[src/rtl/tank_level_pump_controller_defines.svh]
// assertion macros shared by the tank level pump controller rtl
`ifndef TANK_LEVEL_PUMP_CONTROLLER_DEFINES_SVH
`define TANK_LEVEL_PUMP_CONTROLLER_DEFINES_SVH

// same-cycle implication, checked outside reset
`define TLPC_ASSERT_IMPL(label, clk, rst, ante, cons) \
   label: assert property (@(posedge clk) disable iff (rst) (ante) |-> (cons)) \
      else $error("tlpc assertion failed");

// next-cycle implication, checked outside reset
`define TLPC_ASSERT_NEXT(label, clk, rst, ante, cons) \
   label: assert property (@(posedge clk) disable iff (rst) (ante) |=> (cons)) \
      else $error("tlpc assertion failed");

`endif

[src/rtl/tlpc_pkg.sv]
// types and constants of the tank level pump controller
package tlpc_pkg;

   localparam int LEVEL_W = 10;
   localparam int TIME_W  = 32;

   typedef logic [LEVEL_W-1:0] level_type;
   typedef logic [TIME_W-1:0]  time_ms_type;

   typedef enum logic [1:0] {
      CSR_LOW_THRESHOLD  = 2'd0,
      CSR_MID_THRESHOLD  = 2'd1,
      CSR_HIGH_THRESHOLD = 2'd2,
      CSR_RUN_LIMIT_MS   = 2'd3
   } csr_index_type;

   typedef enum logic [1:0] {
      BAND_NONE   = 2'd0,
      BAND_LOW    = 2'd1,
      BAND_MIDDLE = 2'd2,
      BAND_HIGH   = 2'd3
   } band_type;

   localparam level_type   LOW_THRESHOLD_RST  = 10'd306;
   localparam level_type   MID_THRESHOLD_RST  = 10'd818;
   localparam level_type   HIGH_THRESHOLD_RST = 10'd1023;
   localparam time_ms_type RUN_LIMIT_MS_RST   = 32'd2000;

endpackage

[src/rtl/tank_level_pump_controller.sv]
// tank level pump controller: one poll in, one pump/lamp result out
//
// usage:
//   req_* carries one poll (level sample, millisecond timestamp, reset,
//   start/stop and safety inputs); a request is taken on a clock edge with
//   req_valid high and req_stall low.
//   rsp_* returns one result per request (pump drive, band lamp, fault lamp),
//   taken on a clock edge with rsp_valid high and rsp_stall low.
//   csr_* writes one threshold or the run limit per edge with csr_valid and
//   csr_ready high; csr_ready is always high. write only while idle.
// path: a request passes the input register, then the result register; the
//   controller state is updated as the poll enters the result register.
// throughput: one request per cycle while rsp_stall is low, set by the single
//   pass of compares and one 32-bit subtract between the two registers.
// receiver stall: the result register holds; the input register still takes
//   one more request, after which req_stall rises until results drain.
// reset: synchronous, active high; empties both registers, restores the
//   default thresholds and run limit, stops the pump and clears the latch.
`include "tank_level_pump_controller_defines.svh"

module tank_level_pump_controller (
   input  logic                   clock,
   input  logic                   reset,
   input  logic                   req_valid,
   output logic                   req_stall,
   input  tlpc_pkg::level_type    req_level_sample,
   input  tlpc_pkg::time_ms_type  req_now_ms,
   input  logic                   req_reset_request,
   input  logic                   req_start_stop_request,
   input  logic                   req_safety_trip,
   output logic                   rsp_valid,
   input  logic                   rsp_stall,
   output logic                   rsp_pump_on,
   output tlpc_pkg::band_type     rsp_level_band,
   output logic                   rsp_fault_active,
   input  logic                   csr_valid,
   output logic                   csr_ready,
   input  tlpc_pkg::csr_index_type csr_index,
   input  tlpc_pkg::time_ms_type  csr_wdata
);
   import tlpc_pkg::*;

   // configuration
   level_type   low_threshold_ff;
   level_type   mid_threshold_ff;
   level_type   high_threshold_ff;
   time_ms_type run_limit_ms_ff;

   // input register
   logic        in_valid_ff;
   level_type   in_level_ff;
   time_ms_type in_now_ff;
   logic        in_rst_ff;
   logic        in_toggle_ff;
   logic        in_trip_ff;

   // controller state
   logic        running_ff, running_in;
   time_ms_type run_start_ff, run_start_in;
   level_type   last_level_ff, last_level_in;
   logic        last_valid_ff, last_valid_in;
   logic        fault_ff, fault_in;
   band_type    band_ff, band_in;

   // result register
   logic        out_valid_ff;
   logic        out_pump_ff;
   band_type    out_band_ff;
   logic        out_fault_ff;

   logic        advance;
   logic        in_load;

   assign advance   = in_valid_ff && (!out_valid_ff || !rsp_stall);
   assign req_stall = in_valid_ff && !advance;
   assign in_load   = req_valid && !req_stall;
   assign csr_ready = 1'b1;

   always_ff @(posedge clock) begin
      if (reset) begin
         low_threshold_ff  <= LOW_THRESHOLD_RST;
         mid_threshold_ff  <= MID_THRESHOLD_RST;
         high_threshold_ff <= HIGH_THRESHOLD_RST;
         run_limit_ms_ff   <= RUN_LIMIT_MS_RST;
      end else if (csr_valid && csr_ready) begin
         unique case (csr_index)
            CSR_LOW_THRESHOLD:  low_threshold_ff  <= csr_wdata[LEVEL_W-1:0];
            CSR_MID_THRESHOLD:  mid_threshold_ff  <= csr_wdata[LEVEL_W-1:0];
            CSR_HIGH_THRESHOLD: high_threshold_ff <= csr_wdata[LEVEL_W-1:0];
            CSR_RUN_LIMIT_MS:   run_limit_ms_ff   <= csr_wdata;
            default:            run_limit_ms_ff   <= run_limit_ms_ff;
         endcase
      end
   end

   always_ff @(posedge clock) begin
      if (reset) begin
         in_valid_ff <= 1'b0;
      end else if (in_load) begin
         in_valid_ff <= 1'b1;
      end else if (advance) begin
         in_valid_ff <= 1'b0;
      end
   end

   always_ff @(posedge clock) begin
      if (in_load) begin
         in_level_ff  <= req_level_sample;
         in_now_ff    <= req_now_ms;
         in_rst_ff    <= req_reset_request;
         in_toggle_ff <= req_start_stop_request;
         in_trip_ff   <= req_safety_trip;
      end
   end

   // one poll: latch, toggle, run timeout, then level checks in order
   always_comb begin
      logic        lv_valid;
      logic        run1;
      time_ms_type start1;
      time_ms_type elapsed;
      logic        changed;

      lv_valid = last_valid_ff && !in_rst_ff;
      fault_in = (fault_ff && !in_rst_ff) || in_trip_ff;

      run1   = running_ff;
      start1 = run_start_ff;
      if (in_toggle_ff) begin
         if (running_ff) begin
            run1   = 1'b0;
            start1 = '0;
         end else begin
            run1   = 1'b1;
            start1 = in_now_ff;
         end
      end

      // elapsed time wraps modulo 2^32
      elapsed = in_now_ff - start1;
      if (run1 && (elapsed > run_limit_ms_ff)) begin
         run1   = 1'b0;
         start1 = '0;
      end

      changed       = !lv_valid || (in_level_ff != last_level_ff);
      last_level_in = last_level_ff;
      last_valid_in = lv_valid;
      band_in       = band_ff;
      if (changed) begin
         last_level_in = in_level_ff;
         last_valid_in = 1'b1;
         if (in_level_ff <= low_threshold_ff) begin
            run1   = 1'b1;
            start1 = in_now_ff;
         end
         if (in_level_ff >= high_threshold_ff) begin
            run1   = 1'b0;
            start1 = '0;
         end
         priority if (in_level_ff <= low_threshold_ff) begin
            band_in = BAND_LOW;
         end else if (in_level_ff <= mid_threshold_ff) begin
            band_in = BAND_MIDDLE;
         end else begin
            band_in = BAND_HIGH;
         end
      end

      running_in   = run1;
      run_start_in = start1;

      // latched fault overrides everything but the forgotten level
      if (fault_in) begin
         running_in    = 1'b0;
         run_start_in  = '0;
         band_in       = BAND_NONE;
         last_level_in = last_level_ff;
         last_valid_in = lv_valid;
      end
   end

   always_ff @(posedge clock) begin
      if (reset) begin
         running_ff    <= 1'b0;
         run_start_ff  <= '0;
         last_level_ff <= '0;
         last_valid_ff <= 1'b0;
         fault_ff      <= 1'b0;
         band_ff       <= BAND_NONE;
      end else if (advance) begin
         running_ff    <= running_in;
         run_start_ff  <= run_start_in;
         last_level_ff <= last_level_in;
         last_valid_ff <= last_valid_in;
         fault_ff      <= fault_in;
         band_ff       <= band_in;
      end
   end

   always_ff @(posedge clock) begin
      if (reset) begin
         out_valid_ff <= 1'b0;
      end else if (advance) begin
         out_valid_ff <= 1'b1;
      end else if (!rsp_stall) begin
         out_valid_ff <= 1'b0;
      end
   end

   always_ff @(posedge clock) begin
      if (advance) begin
         out_pump_ff  <= running_in;
         out_band_ff  <= band_in;
         out_fault_ff <= fault_in;
      end
   end

   assign rsp_valid        = out_valid_ff;
   assign rsp_pump_on      = out_pump_ff;
   assign rsp_level_band   = out_band_ff;
   assign rsp_fault_active = out_fault_ff;

   `TLPC_ASSERT_IMPL(a_fault_dark, clock, reset, rsp_valid && rsp_fault_active, !rsp_pump_on && (rsp_level_band == BAND_NONE))
   `TLPC_ASSERT_IMPL(a_stopped_no_start, clock, reset, !running_ff, run_start_ff == '0)
   `TLPC_ASSERT_IMPL(a_rsp_matches_state, clock, reset, rsp_valid, (rsp_pump_on == running_ff) && (rsp_fault_active == fault_ff))
   `TLPC_ASSERT_NEXT(a_level_kept, clock, reset, advance && !fault_in, last_valid_ff && rsp_valid)

endmodule
[config.mk]
export PLATFORM = sky130hd
export DESIGN_NAME = tank_level_pump_controller
export DESIGN_NICKNAME = d
export VERILOG_FILES = /design/src/rtl/tlpc_pkg.sv /design/src/rtl/tank_level_pump_controller.sv
export VERILOG_INCLUDE_DIRS = /design/src /design/src/rtl
export SDC_FILE = /design/constraint.sdc
export NUM_CORES = 1
export LEC_CHECK = 0
export BUFFER_PORTS_ARGS = -buffer_cell sky130_fd_sc_hd__clkbuf_2
export CORE_ASPECT_RATIO = 2
export CORE_MARGIN = 4
export CORE_UTILIZATION = 49
export DETAILED_ROUTE_END_ITERATION = 12
export PLACE_DENSITY = 0.77
export SLEW_MARGIN = 20
export SYNTH_ARGS = -nofsm -noshare
export SYNTH_HDL_FRONTEND = slang
export SYNTH_SLANG_ARGS = --single-unit
[constraint.sdc]
create_clock -name clock -period 7 [get_ports clock]
set_clock_uncertainty 0.05 [all_clocks]
set_input_delay 0.7 -clock clock [delete_from_list [all_inputs] [get_ports clock]]
set_output_delay 0.7 -clock clock [all_outputs]
set_load 0.05 [all_outputs]
==> flow_metrics.env <==
export IMPL_antenna_cells=0
export IMPL_startpoint="running_ff$_SDFFE_PP0P_"
export IMPL_clkLatencyLatePin_ps=430
export IMPL_core_um2=18300
export IMPL_rows=70
export IMPL_numCtsBuffers=17
export IMPL_clkSlewWorstSetupHoldPaths_ps=70
export IMPL_worst_slack_ps=1230
export IMPL_crit_slowest_cell="o211ai_1"
export IMPL_yosysSeqAreaShare_pct=40.3
export IMPL_ios=91
export IMPL_finalPower_mw=2.50
export IMPL_status="completed"
export IMPL_dr_total_vias=7724
export IMPL_synth_top_area_share_pct=24.3
export IMPL_cts_sinks=160
export IMPL_nets=1272
export IMPL_clockRootBuffer="clkbuf_16"
export IMPL_postCtsHoldBufs=0
export IMPL_synth_area_top_cells="dfxtp_1 (24%), edfxtp_1 (16%), ha_1 (13%)"
export IMPL_vdd_drop_max_uv=152
export IMPL_syn_avg_cell_area_um2=8.96
export IMPL_viasPerCell=5.84
export IMPL_crit_buf_inv=2
export IMPL_drt_wirelength_per_cell_um=17.7
export IMPL_start_util_pct=50.0
export IMPL_cp_common_cell="a21oi_1"
export IMPL_synth_area_um2=9160
export IMPL_path_max_fanout=24
export IMPL_setup_viol=0
export IMPL_clk_path_buf_depth=2
export IMPL_grt_max_degree=85
export IMPL_mappedNetlistNets=1200
export IMPL_drtAntennaViolNets=0
export IMPL_p_per_area_nw_per_um2=241
export IMPL_place_gp_congestion=0.932
export IMPL_grt_overflow=0
export IMPL_hold_viol=0
export IMPL_path_delay_family="compound AO/OA/AOI/OAI gates"
export IMPL_setup_tns_ps=0
export IMPL_holdCritStartpoint="req_now_ms[14]"
export IMPL_area_growth_pct=13.3
export IMPL_die_y_um=201
export IMPL_worstMarginPinSlew_ps=849
export IMPL_min_period_over_period_pct=82.4
export IMPL_required_ps=7220
export IMPL_dp_hpwl_um=17300
export IMPL_antenna_found_initial=0
export IMPL_htree_levels=4
export IMPL_crit_path_end_kind="register"
export IMPL_fin_crit_ps=5770
export IMPL_arrival_ps=5980
export IMPL_path_class="register to register"
export IMPL_r2r_start="running_ff$_SDFFE_PP0P_"
export IMPL_yosys_warnings=0
export IMPL_yosys_top_cells_count="nand2_1 (113), dfxtp_1 (111), a21oi_1 (107)"
export IMPL_rsz0062_at_grt="no"
export IMPL_grt_pass1_vias=7851
export IMPL_cpPeakStageDelay_ps=690
export IMPL_cts_setup_buffers=0
export IMPL_drtPass1Iterations=5
export IMPL_max_slew_margin_pct=43.4
export IMPL_io_buffers=89
export IMPL_fp_dieW_um=105
export IMPL_synth_seq_cells=160
export IMPL_maxCapViolations=0
export IMPL_synth_distinct_cells=64
export IMPL_post_synth_top_count_cell="nand2_1"
export IMPL_drive_gt1_share_pct=13.5
export IMPL_dieArea_um2=21100
export IMPL_hp_class="primary input to register"
export IMPL_worstPathCellList="nor2b_2 -> buf_4 -> a21oi_1 -> ha_1 -> a21oi_2 -> nor2_1 -> o41a_1 -> a21oi_1 -> o211ai_1 -> nand2_1 -> o21ai_1 -> a221oi_2 -> xnor2_1 -> ha_1 -> nand4_1 -> nor2_1 -> a21oi_1 -> o22ai_1 -> o21ai_0 -> o211ai_1 -> buf_12 -> o22ai_1"
export IMPL_yosys_area_top_type="dfxtp_1"
export IMPL_tritoncts="built"
export IMPL_pre_cts_ws_ps=1310
export IMPL_startpoint_type="register"
export IMPL_postSynthCellCount=1022
export IMPL_grt_total_usage_pct=22.4
export IMPL_max_freq_ghz=0.173
export IMPL_grt_pass1_wl_um=37800
export IMPL_synth_edff_count=49
export IMPL_drtIter0Drc=344
export IMPL_maxSlewViolCount=0
export IMPL_drc=0
export IMPL_cts_resized=0
export IMPL_synthArstFlopShare_pct=0
export IMPL_finalWirelength_um=23400
export IMPL_leakage_nw=4.46
export IMPL_synth_flop_cell="dfxtp_1"
[per-stage QoR]
stage,cells,cell area (µm²),hold WS [ps],utilization [%]
6_report,1323,10400,387,56.7
5_1_grt,1323,10400,381,56.7
4_1_cts,1323,10400,375,56.7
3_5_place_dp,1291,9800,396,53.5
3_3_place_gp,1291,9800,394,53.5
2_1_floorplan,1022,9160,386,-
[cells by family (layout without fill, tap and decap cells)]
logic type / count (synthesis) / in the layout / share of synthesized area, %
AOI/OAI and AO/OA: 295 / 295 / 20.9
xor gates and xnor gates: 38 / 38 / 3.63
adders and majority gates: 94 / 94 / 12.9
buffers and inverters: 122 / 207 / 5.14
DFF: 160 / 160 / 40.3
muxes: 13 / 13 / 1.42
other: 1 / 1 / 0.0409
and+or+nand+nor: 299 / 299 / 15.7
[cell type report]
cell class	instances	area, µm²
fillers	1626	7930
multi-input cells	740	5020
flip-flops and latches	160	3690
repair buffers	99	536
clock buffers	17	425
inverters	76	285
well taps	216	270
clock inverters	15	151
[cell usage in the layout (no fill, tap or decap), drive strengths merged, types with 26 or more instances in the layout]
cell    instances
a21oi         110
a22oi          32
clkbuf        105
dfxtp         111
edfxtp         49
ha             93
inv            83
nand2         113
nor2           73
nor2b          40
o22ai          35
xnor2          26
[flip-flops by register name, summed over array words and instances, names as in the netlist]
signal,count
in_toggle_ff,1
last_level_ff,10
band_ff,2
in_trip_ff,1
in_level_ff,10
mid_threshold_ff,10
running_ff,1
in_valid_ff,1
rsp_valid,1
last_valid_ff,1
in_now_ff,32
rsp_fault_active,1
rsp_pump_on,1
run_limit_ms_ff,32
fault_ff,1
high_threshold_ff,10
run_start_ff,32
in_rst_ff,1
low_threshold_ff,10
rsp_level_band,2
[path summary, 6_finish.rpt]
kind	endpoint	slack, ps	depth (start not counted)
setup reg to reg	run_start_ff[12]$_SDFFE_PP0P_	1230	22
hold reg to reg	run_limit_ms_ff[24]$_SDFFE_PP0P_	400	2
setup / recovery	run_start_ff[12]$_SDFFE_PP0P_	1230	22
hold / removal	in_now_ff[14]$_DFFE_PP_	390	1
[metal layers]
layer | part of all wire [%] | routed length (µm) | global-route usage [%]
met5 | 0 | 0 | 0
met2 | 56 | 13000 | 43.7
met3 | 3.4 | 802 | 3.47
met1 | 35 | 8260 | 21.0
met4 | 5.7 | 1340 | 14.3
[power by group]
group          switching [mW]  internal [mW]  leakage (nW)
registers              0.0316           1.00          1.38
logic                   0.314          0.231          2.80
clock network           0.418          0.501         0.279
total                   0.764           1.73          4.46
(Power assumes the default switching activity.)
